`src/rtl/tcw_pkg.sv`:
```
// Package for the text console writer: grid geometry, payload structs,
// command codes and the controller-to-datapath command and status types.
// No dependencies.
`timescale 1ns / 1ps

package tcw_pkg;

    // Grid geometry.
    localparam int COLUMNS     = 80;
    localparam int ROWS        = 25;
    localparam int TOTAL_CELLS = COLUMNS * ROWS;

    localparam int POS_W = (TOTAL_CELLS > 1) ? $clog2(TOTAL_CELLS) : 1;
    localparam int ROW_W = (ROWS > 1) ? $clog2(ROWS) : 1;
    localparam int COL_W = (COLUMNS > 1) ? $clog2(COLUMNS) : 1;

    typedef logic [POS_W-1:0] pos_t;
    typedef logic [ROW_W-1:0] row_t;
    typedef logic [COL_W-1:0] col_t;

    // Fixed field widths of the result payload.
    typedef logic [10:0] out_pos_t;
    typedef logic [4:0]  out_row_t;
    typedef logic [6:0]  out_col_t;

    // Character and attribute constants.
    localparam logic [7:0] SPACE_CHAR   = 8'h20;
    localparam logic [7:0] NEWLINE_CHAR = 8'h0A;
    localparam logic [7:0] RESET_ATTR   = 8'h07;

    // Command codes of an input transaction.
    typedef enum logic [1:0] {
        CMD_PUT       = 2'd0,
        CMD_BACKSPACE = 2'd1,
        CMD_CLEAR     = 2'd2,
        CMD_READ      = 2'd3
    } cmd_code_t;

    // Input transaction payload.
    typedef struct packed {
        logic [1:0]  command;
        logic [7:0]  character;
        logic [7:0]  attribute;
        logic [10:0] cell_index;
    } item_t;

    // Result transaction payload.
    typedef struct packed {
        out_pos_t    cursor_position;
        out_row_t    cursor_row;
        out_col_t    cursor_column;
        logic [7:0]  read_character;
        logic [7:0]  read_attribute;
        logic        scrolled;
    } result_t;

    // Datapath operations issued by the controller.
    typedef enum logic [3:0] {
        DP_NOP,
        DP_LOAD,
        DP_PUT,
        DP_NEWLINE,
        DP_COPY_RD,
        DP_COPY_WR,
        DP_FILL,
        DP_BS_RD,
        DP_BS_WR,
        DP_HOME,
        DP_CELL_RD,
        DP_CELL_CAP,
        DP_RESULT
    } dp_op_t;

    typedef struct packed {
        dp_op_t op;
        logic   mark_scroll;
        logic   reset_attr;
    } dp_cmd_t;

    typedef struct packed {
        logic [1:0] command;
        logic       is_newline;
        logic       cursor_zero;
        logic       last_row;
        logic       last_col;
        logic       idx_in_range;
        logic       ptr_copy_last;
        logic       ptr_last;
    } dp_status_t;

endpackage

```
`src/rtl/tcw_ctrl.sv`:
```
// Controller of the text console writer: sequences each command, the
// scroll copy, the grid fill passes and the input and result handshakes.
// Depends on tcw_pkg.
`timescale 1ns / 1ps

module tcw_ctrl (
    input  logic                clk,
    input  logic                rst_n,
    input  logic                item_valid,
    output logic                item_ready,
    output logic                result_valid,
    input  logic                result_ready,
    input  tcw_pkg::dp_status_t status,
    output tcw_pkg::dp_cmd_t    cmd
);

    typedef enum logic [3:0] {
        ST_INIT_FILL,
        ST_IDLE,
        ST_DECODE,
        ST_COPY_RD,
        ST_COPY_WR,
        ST_FILL,
        ST_BS_WR,
        ST_READ_CAP,
        ST_FINISH
    } state_t;

    state_t state_reg, state_next;
    logic   result_valid_reg, result_valid_next;
    logic   result_load;

    assign item_ready   = (state_reg == ST_IDLE);
    assign result_valid = result_valid_reg;
    assign result_load  = (state_reg == ST_FINISH) && (!result_valid_reg || result_ready);

    // Next state and datapath command.
    always_comb
    begin
        state_next      = state_reg;
        cmd.op          = tcw_pkg::DP_NOP;
        cmd.mark_scroll = 1'b0;
        cmd.reset_attr  = 1'b0;
        case (state_reg)
            ST_INIT_FILL:
            begin
                cmd.op         = tcw_pkg::DP_FILL;
                cmd.reset_attr = 1'b1;
                if (status.ptr_last)
                begin
                    state_next = ST_IDLE;
                end
            end
            ST_IDLE:
            begin
                if (item_valid)
                begin
                    cmd.op     = tcw_pkg::DP_LOAD;
                    state_next = ST_DECODE;
                end
            end
            ST_DECODE:
            begin
                state_next = ST_FINISH;
                case (status.command)
                    tcw_pkg::CMD_PUT:
                    begin
                        if (status.is_newline)
                        begin
                            cmd.op = tcw_pkg::DP_NEWLINE;
                            if (status.last_row)
                            begin
                                cmd.mark_scroll = 1'b1;
                                state_next      = ST_COPY_RD;
                            end
                        end
                        else
                        begin
                            cmd.op = tcw_pkg::DP_PUT;
                            if (status.last_row && status.last_col)
                            begin
                                cmd.mark_scroll = 1'b1;
                                state_next      = ST_COPY_RD;
                            end
                        end
                    end
                    tcw_pkg::CMD_BACKSPACE:
                    begin
                        if (!status.cursor_zero)
                        begin
                            cmd.op     = tcw_pkg::DP_BS_RD;
                            state_next = ST_BS_WR;
                        end
                    end
                    tcw_pkg::CMD_CLEAR:
                    begin
                        cmd.op     = tcw_pkg::DP_HOME;
                        state_next = ST_FILL;
                    end
                    default:
                    begin
                        if (status.idx_in_range)
                        begin
                            cmd.op     = tcw_pkg::DP_CELL_RD;
                            state_next = ST_READ_CAP;
                        end
                    end
                endcase
            end
            ST_COPY_RD:
            begin
                cmd.op     = tcw_pkg::DP_COPY_RD;
                state_next = ST_COPY_WR;
            end
            ST_COPY_WR:
            begin
                cmd.op     = tcw_pkg::DP_COPY_WR;
                state_next = status.ptr_copy_last ? ST_FILL : ST_COPY_RD;
            end
            ST_FILL:
            begin
                cmd.op = tcw_pkg::DP_FILL;
                if (status.ptr_last)
                begin
                    state_next = ST_FINISH;
                end
            end
            ST_BS_WR:
            begin
                cmd.op     = tcw_pkg::DP_BS_WR;
                state_next = ST_FINISH;
            end
            ST_READ_CAP:
            begin
                cmd.op     = tcw_pkg::DP_CELL_CAP;
                state_next = ST_FINISH;
            end
            ST_FINISH:
            begin
                if (result_load)
                begin
                    cmd.op     = tcw_pkg::DP_RESULT;
                    state_next = ST_IDLE;
                end
            end
            default:
            begin
                state_next = ST_IDLE;
            end
        endcase
    end

    // Result valid flag: set when a result loads, cleared when taken.
    always_comb
    begin
        if (result_load)
        begin
            result_valid_next = 1'b1;
        end
        else if (result_ready)
        begin
            result_valid_next = 1'b0;
        end
        else
        begin
            result_valid_next = result_valid_reg;
        end
    end

    // State and registered outputs.
    always_ff @(posedge clk or negedge rst_n)
    begin
        if (!rst_n)
        begin
            state_reg        <= ST_INIT_FILL;
            result_valid_reg <= 1'b0;
        end
        else
        begin
            state_reg        <= state_next;
            result_valid_reg <= result_valid_next;
        end
    end

endmodule

```
`config.mk`:
```
export PLATFORM = sky130hd
export DESIGN_NAME = tcw_ctrl
export DESIGN_NICKNAME = d
export VERILOG_FILES = /design/src/rtl/tcw_pkg.sv /design/src/rtl/tcw_ctrl.sv
export SDC_FILE = /design/constraint.sdc
export NUM_CORES = 1
export LEC_CHECK = 0
export ABC_AREA = 1
export BUFFER_PORTS_ARGS = -buffer_cell sky130_fd_sc_hd__buf_2
export CAP_MARGIN = 20
export CORE_MARGIN = 4
export CORE_UTILIZATION = 35
export DETAILED_ROUTE_END_ITERATION = 16
export MAX_ROUTING_LAYER = met4
export PLACE_DENSITY_LB_ADDON = 0.15
export SLEW_MARGIN = 20
export SYNTH_ARGS = -nofsm -noshare
export SYNTH_HDL_FRONTEND = slang
export SYNTH_SLANG_ARGS = --single-unit
```
`constraint.sdc`:
```
create_clock -name clk -period 1.23 [get_ports clk]
set_clock_uncertainty 0.2 [all_clocks]
set_input_delay 0.1845 -clock clk [delete_from_list [all_inputs] [get_ports clk]]
set_output_delay 0.1845 -clock clk [all_outputs]
set_load 0.05 [all_outputs]
```
[Yosys cells after proc, flatten, opt, wreduce, memory -nomap -nowiden]
Cells that the tools add are included.
Word-level totals
  bits in registers: 5
  input port bits: 13
  output and inout bits: 8
  logic and storage cells: 52
Cells by class
  equality and inequality tests: 14
  multiplexer cells: 26
  reduce and logical (&&, ||, !) cells: 10
Operators with widths (number)
  $pmux W4 S8: 2
  $mux W4: 11
  $pmux W4 S3: 2
  $eq A4 B3 Y1 const B: 4
  $eq A4 B2 Y1 const B: 2
  $mux W1: 8
  $ne A2 B2 Y1 const B: 4
  $mux W3: 2
  $eq A4 B1 Y1 const B: 1
  $eq A4 B4 Y1 const B: 1
  $logic_not A4 Y1: 1
  $reduce_and A4 Y1: 1
  $reduce_or A2 Y1: 2
  $eq A2 B1 Y1 const B: 1
  $eq A2 B2 Y1 const B: 1
  $logic_and A1 B1 Y1: 2
  $logic_not A2 Y1: 1
  $mux W2: 1
  $reduce_bool A2 Y1: 1
  $logic_not A1 Y1: 1
  $logic_or A1 B1 Y1: 1

[Longest topological paths before layout]
Gate-level depths: netlist of the first run.
  depth in word-level cells: 5
  depth in mapped cells: 9
  depth with buffers taken out: 9

[Worst setup path after synthesis of the first run]
OpenSTA, ideal clock, no wires.
  kind: reg-to-output
  start: register state_reg[3]
  end: output cmd[4] (netlist bit)
  arrival: 1.558 ns
  required time: 0.846 ns
  setup slack: -0.712 ns
  stages on the path, launching flop included: 4
  buffers on the path: 0
  path through: dfrtp_1 nor2_4 nand3_2 o2111ai_1
RTL lines
  from (decl): RTL line tcw_ctrl.sv:29  | state_t state_reg, state_next;
  from (signal assigned): RTL line tcw_ctrl.sv:180  | state_reg <= state_next;
  to (decl): RTL line tcw_ctrl.sv:14  | output tcw_pkg::dp_cmd_t cmd

==> results.tsv, run 1 <==
stage	metric	value	unit
floorplan	Die Wd	47.3	µm
timing	final hold viol count	0	
critical_path	critical path startpoint category	flop	
cts	TritonCTS Buffers	3	
synth	Post-Syn Instances	92	
floorplan	boundary pin count	21	
pwr	total power divided by cell area	2850	mW/mm²
pwr	Lkg Pwr	0.605	nW
final_layout	Post-Layout Cell Count	160	
global_routing	initial antenna violation count	0	
synth	flops & latches, synth	5	
final_layout	commonest non-fill, non-tap cell in the layout	buf_4	
timing	final slew viol count	0	
critical_path	crit-path cells	nor2_4, nand3_4, inv_4, o211ai_1, nand3_4, buf_8	
floorplan	die footprint	0.00224	mm²
synth	share of the synthesized area in the top cell type	0.231	
pwr	total power draw	3.27	mW
placement	instance area at placement	917	µm²
drt	routed wire length	2020	µm
final_layout	Total Nets Final	159	
timing	RSZ-0062 raised after global routing	true	
drt	Iteration-0 DRC Markers	3	
final_layout	n_diodes	0	
outcome	status	complete, but fails checks	
critical_path	Crit path required time	0.85	ns
global_routing	total track usage	0.231	
synth	Synth warnings	0	
pwr	Peak supply drop	1940	µV
final_layout	Area growth syn-to-layout	112	%
critical_path	CP Class	reg2out	
synth	syn_nets	105	
timing	slack of the critical path	-0.645	ns
timing	fmax	533	MHz
synth	Unique masters post-synth	17	
placement	Cells after DPL	149	
cts	Clock Tree Root	clkbuf_4	
floorplan	Die Height	47.3	µm
timing	WHS	0.0902	ns
final_layout	number of flip-flops in the largest register	4	
placement	post-DP HPWL	1490	µm
global_routing	first-pass GRT wire length	3530	µm
placement	IO buf count	20	
critical_path	Arrival @ worst endpoint	1.49	ns
drt	routed vias	763	
flow_run	Max-Cap Viols	0	
final_layout	final core occ	0.830	
floorplan	floorplan core area	0.00138	mm²
timing	final critical-path required period	1.87	ns
cts	htree depth	1	
timing	Setup TNS	-5.62	ns
critical_path	CP most frequent cell	nand3_4	
synth	sequential area share after synthesis	0.231	
cts	Clock Sinks	5	
cts	clk buf depth	2	
drt	routed len/inst	12.6	µm
drt	DR DRC count	0	
synth	Avg Inst Size Synth	5.89	µm²
critical_path	Setup crit end kind	output pin	
floorplan	starting density of the core	0.392	
global_routing	number of global-route vias before repair	781	
critical_path	max incr delay on CP	0.45	ns
timing	worst-margin pin slew	0.324	ns
final_layout	most frequent cells in the layout	22 x buf_4, 20 x nand2_1, 12 x inv_1, 12 x buf_2, 9 x buf_6	
critical_path	Max FO, Critical Path	4	
drt	DR pass1 iterations	4	
drt	DRT antenna net count	0	
critical_path	Slowest-stage cell, CP	dfrtp_2	
cts	TritonCTS clock tree	yes	
final_layout	layout cell share with drive strength beyond 1	0.600	
worst_hold_path	HP Class	in2async	
timing	Final setup viols	12	
critical_path	CP Buf/Inv Count	2	
synth	cell taking the most area after synthesis	dfrtp_1	
timing	worst rel slew slack	0.783	
synth	Synth area leaders	dfrtp_1 23%, nand2_1 17%, inv_1 12%, nand3_1 8.3%, nor2_1 6.2%	
synth	post-synthesis cell area	542	µm²
outcome	failing checks	negative setup slack	
cts	Skew-Pair Late Insertion Delay	0.24	ns
placement	Worst Setup Slack post-DPL	-0.533	ns
placement	gpl congestion	0.828	
floorplan	Cell Rows	13	
final_layout	fin area	0.00115	mm²
timing	Final period util	1.52	
final_layout	Fill cells	91	
drt	DR vias/cell	4.77	
cts	Clk pin slew, worst setup/hold paths	0.04	ns
critical_path	Top Family by Delay on Critical Path	flip-flops	
global_routing	remaining global-route overflow	0	
global_routing	largest net degree at the start of global routing	8	
==> cell families (layout without fill, tap and decap cells) <==
family	Yosys count	after routing	share of synthesized area
AOI/OAI and AO/OA	12	12	0.134
and+or+nand+nor	57	57	0.510
buffers and inverters	18	71	0.125
DFF	5	5	0.231
==> layer usage <==
metal / up-vias / global-route usage / part of all wire
li1: 399 / - / -
met1: 341 / 0.296 / 0.43
met2: 21 / 0.372 / 0.51
met3: 2 / 0.0421 / 0.051
met4: 0 / 0.0552 / 0.010
met5: - / - / 0
==> timing repair <==
action | in CTS | in global routing
pin swaps | 11 | 8
endpoints found under the hold margin | 6 | 0
hold buffers | 2 | 0
resized for setup | 38 | 5
endpoints found under the setup margin | 13 | 12
buffers inserted | 4 | 1
==> layout make-up <==
type | count | area [µm²] | share of cell area
Clock buffer | 4 | 26.3 | 0.0229
Inverter | 18 | 78.8 | 0.0687
Multi-Input combinational cell | 69 | 488 | 0.425
Sequential cell | 5 | 129 | 0.112
Tap cell | 15 | 18.8 | 0.0164
Timing Repair Buffer | 49 | 407 | 0.354
==> worst reg2reg max path: stages (launching register included) <==
cell and delay (ns):
dfrtp_2 0.45, nor2_4 0.20, buf_6 0.13, nand2_4 0.06, buf_6 0.13, inv_6 0.05, buf_6 0.09, nand2_4 0.05
nand2_4 0.08, nor2_4 0.04, nand2_2 0.06, nand2_1 0.05
==> where the power goes <==
part / total (mW) / switching (mW) / internal (mW) / leakage (nW)
registers: 0.328 / 0.0910 / 0.237 / 0.0610
clock network: 0.192 / 0.0690 / 0.123 / 0.0150
logic: 2.75 / 1.52 / 1.23 / 0.529
total: 3.27 / 1.68 / 1.59 / 0.605
==> worst paths after layout <==
| check | from | slack, ns | to | cells after the start |
|---|---|---|---|---|
| worst max-delay path | state_reg[3] | -0.64 | cmd[3] | 6 |
| worst min-delay path | rst_n | 0.09 | state_reg[0] | 2 |
| worst max register to register | state_reg[3] | -0.46 | state_reg[3] | 11 |
| worst min register to register | result_valid | 0.45 | result_valid | 3 |
| max in group asynchronous | rst_n | 0.60 | result_valid | 2 |
| min in group clk | result_ready | 0.11 | result_valid | 5 |
==> Yosys cell counts <==
library cell	n
dfrtp_1	5
inv_2	1
o21ai_0	4
nand3_1	9
nand2_1	24
o21ai_1	1
o211ai_1	2
nand4_1	1
nor2_2	5
a21oi_1	3
nor2_1	9
inv_1	17
or2_0	1
nor2_4	2
nand3_2	1
nand2_2	5
o2111ai_1	2
No activity file was read; power rests on OpenSTA's default activity.
==> run 2: changes to the inputs <==
- CORE_UTILIZATION: 35 -> 41
- PLACE_DENSITY: default -> 0.69
- PLACE_DENSITY_LB_ADDON: 0.15 -> default
==> run 2 against run 1 <==
  * The flow now stops in global routing
  * Synthesized cell count unchanged
  * Synthesized area unchanged
==> results.tsv, run 2 <==
stage	metric	value	unit	change
outcome	status	stopped before the end		was complete, but fails checks
outcome	Fail Step	global routing		
outcome	Err	[ERROR DPL-0033] detailed placement checks failed during check placement.		
synth	Synth area leaders	dfrtp_1 23%, nand2_1 17%, inv_1 12%, nand3_1 8.3%, nor2_1 6.2%		unchanged
timing	GR repair worst EP	cmd[3]		
cts	TritonCTS Buffers	3		unchanged
cts	clk buf depth	2		unchanged
placement	post-DP HPWL	1520	µm	was 1490 µm
floorplan	boundary pin count	21		unchanged
synth	post-synthesis cell area	542	µm²	unchanged
global_routing	initial antenna violation count	0		
cts	Clock Sinks	5		unchanged
synth	Post-synth EDFFs	0		unchanged
synth	Avg Inst Size Synth	5.89	µm²	unchanged
synth	syn_nets	105		unchanged
synth	cell taking the most area after synthesis	dfrtp_1		unchanged
floorplan	Die Wd	44.4	µm	was 47.3 µm
synth	flops & latches, synth	5		unchanged
synth	Synth warnings	0		unchanged
synth	count leader, synth	nand2_1		unchanged
synth	FFs w/ async S/R, synth	1.00		unchanged
floorplan	Die Height	44.4	µm	was 47.3 µm
synth	Post-Syn Instances	92		unchanged
placement	instance area at placement	928	µm²	was 917 µm²
synth	predominant post-synthesis flop cell	dfrtp_1		unchanged
synth	most instantiated cells after synthesis	24 x nand2_1, 17 x inv_1, 9 x nand3_1, 9 x nor2_1		unchanged
floorplan	Cell Rows	12		was 13
timing	Worst-path end type	top-level output		
cts	htree depth	1		unchanged
floorplan	starting density of the core	0.463		was 0.392
placement	IO buf count	20		unchanged
cts	Clock Tree Root	clkbuf_4		unchanged
synth	sequential area share after synthesis	0.231		unchanged
global_routing	largest net degree at the start of global routing	8		
synth	share of the synthesized area in the top cell type	0.231		unchanged
placement	gpl congestion	0.835		was 0.828
synth	Unique masters post-synth	17		unchanged
run 2: repair_timing:
action                     in CTS
resized for setup              28
buffers inserted                4
hold endpoints to repair        6
hold buffers                    2
pin swaps                       6
setup endpoints to repair      12
run 2: cell families after synthesis:
logic type      synth area share
compound gates             0.134
flops                      0.231
simple gates               0.510
buf+inv                    0.125
run 2: through the flow:
step,setup slack [ns],cells,utilization,TNS (ns)
after CTS,-0.592,158,0.934,-5.11
after floorplan,-0.297,92,-,-2.02
after global placement,-0.503,148,0.793,-4.33
after detailed placement,-0.508,148,0.793,-4.50
==> run 3: changes to the inputs <==
- CORE_AREA: default -> 4 4 65 67
- CORE_MARGIN: 4 -> default
- CORE_UTILIZATION: 41 -> default
- DIE_AREA: default -> 0 0 69 71
- MAX_ROUTING_LAYER: met4 -> default
- PLACE_DENSITY: 0.69 -> default
- PLACE_DENSITY_LB_ADDON: default -> 0.15
- clock period: 1.23 -> 1.6 ns (I/O delays scaled with it)
==> run 3 against run 2 <==
  * The flow now finishes, with violations (negative setup slack)
==> results.tsv, run 3 (same netlist as run 1, synthesis figures left out) <==
stage	metric	value	unit	change
floorplan	Cell Rows	22		was 12
global_routing	first-pass GRT wire length	2990	µm	
timing	worst rel slew slack	0.792		
timing	final hold viol count	0		
global_routing	remaining global-route overflow	0		
critical_path	critical path startpoint	state_reg[3]		
drt	Iteration-0 DRC Markers	59		
outcome	status	complete, but fails checks		was stopped before the end
pwr	Lkg Pwr	0.550	nW	
final_layout	number of flip-flops in the largest register	4		
floorplan	boundary pin count	21		unchanged
pwr	total power divided by cell area	2160	mW/mm²	
floorplan	die footprint	0.00490	mm²	
critical_path	Crit path required time	1.16	ns	
final_layout	Total Nets Final	150		
cts	Skew-Pair Late Insertion Delay	0.22	ns	
timing	Final period util	1.14		
drt	routed vias	706		
critical_path	Setup crit end kind	output pin		
global_routing	largest net degree at the start of global routing	8		
critical_path	Max FO, Critical Path	4		
outcome	failing checks	negative setup slack		
flow_run	Max-Cap Viols	0		
critical_path	max incr delay on CP	0.43	ns	
drt	DR vias/cell	3.84		
final_layout	most frequent cells in the layout	23 x nand2_1, 17 x buf_4, 13 x buf_2		
timing	final slew viol count	0		
cts	TritonCTS clock tree	yes		
worst_hold_path	hold_sp	status[1]		
final_layout	Area growth syn-to-layout	91.2	%	
timing	worst-margin pin slew	0.311	ns	
timing	RSZ-0062 raised after global routing	true		
timing	Setup TNS	-1.24	ns	
drt	DRT antenna net count	0		
placement	IO buf count	20		unchanged
drt	DR pass1 iterations	3		
critical_path	crit-path cells	nor2_4, buf_4, nand2_2, o2111ai_4, buf_6		
cts	TritonCTS Buffers	3		unchanged
placement	gpl congestion	0.832		was 0.835
cts	htree depth	1		unchanged
cts	Clock Sinks	5		unchanged
drt	routed wire length	1750	µm	
timing	Final setup viols	9		
floorplan	Die Wd	69	µm	was 44.4 µm
global_routing	total track usage	0.0726		
final_layout	commonest non-fill, non-tap cell in the layout	nand2_1		
global_routing	initial antenna violation count	0		
drt	DR DRC count	0		
timing	fmax	549	MHz	
cts	Clock Tree Root	clkbuf_8		was clkbuf_4
placement	post-DP HPWL	1530	µm	was 1520 µm
final_layout	layout cell share with drive strength beyond 1	0.515		
critical_path	CP Class	reg2out		
pwr	Peak supply drop	420	µV	
drt	routed len/inst	9.52	µm	
cts	clk buf depth	2		unchanged
placement	Worst Setup Slack post-DPL	-0.165	ns	was -0.508 ns
floorplan	Die Height	71	µm	was 44.4 µm
critical_path	Slowest-stage cell, CP	dfrtp_2		
floorplan	floorplan core area	0.00363	mm²	
final_layout	Fill cells	429		
floorplan	starting density of the core	0.149		was 0.463
worst_hold_path	HP Class	in2reg		
critical_path	critical path startpoint category	flop		
timing	final critical-path required period	1.82	ns	
timing	slack of the critical path	-0.220	ns	
final_layout	n_diodes	0		
global_routing	number of global-route vias before repair	705		
critical_path	RR Startpoint	state_reg[3]		
cts	Clk pin slew, worst setup/hold paths	0.04	ns	
critical_path	Arrival @ worst endpoint	1.38	ns	
-- run 3: cell type report --
cell class / count / area [µm²] / area share
multi-input combinational: 69 / 415 / 0.401
sequential: 5 / 128 / 0.123
clock buffer: 4 / 45.0 / 0.0435
timing repair buffer: 40 / 315 / 0.304
tap: 48 / 60.1 / 0.0580
inverter: 18 / 72.6 / 0.0700
-- run 3: per-layer routing --
| metal | vias to the layer above | share of wire | GRT usage |
|---|---|---|---|
| li1 | 380 | - | - |
| met1 | 313 | 0.46 | 0.0880 |
| met5 | - | 0 | 0 |
| met2 | 11 | 0.51 | 0.126 |
| met3 | 2 | 0.031 | 0.0199 |
| met4 | 0 | 0.0040 | 0.0195 |
-- run 3: what timing repair did --
item	4_1_cts	5_1_grt
endpoints found under the hold margin	5	0
pin swaps	3	3
setup endpoints to repair	9	9
setup buffers	1	2
resized for setup	28	8
hold buffers	1	0
-- run 3: power breakdown --
group,total [mW],internal (mW),switching [mW]
Sequential,0.252,0.181,0.0712
Combinational,1.76,0.742,1.02
Clock,0.227,0.171,0.0564
-- run 3: final timing paths --
check,depth (start not counted),slack [ns],end
max,5,-0.22,cmd[2]
min,3,0.10,state_reg[2]
max reg2reg,10,-0.03,state_reg[0]
min reg2reg,3,0.43,result_valid
max in group asynchronous,2,0.89,state_reg[1]
min in group asynchronous,2,0.17,result_valid
-- run 3: critical path: cells and delay by family (launching register included) --
| family | cells | cell delay [ns] |
|---|---|---|
| DFF | 1 | 0.43 |
| and+or+nand+nor | 2 | 0.23 |
| AOI/OAI and AO/OA | 1 | 0.18 |
| buffers and inverters | 2 | 0.32 |
-- run 3: per-stage QoR --
step,power [mW],util,cell area (µm²),hold slack [ns],cells
2_1_floorplan,1.20,-,573,-0.256,92
3_3_place_gp,1.68,0.235,853,-0.142,176
3_5_place_dp,1.67,0.235,853,-0.143,176
4_1_cts,2.20,0.272,988,0.106,182
5_1_grt,2.39,0.285,1040,0.129,184
6_report,2.24,0.285,1040,0.105,184
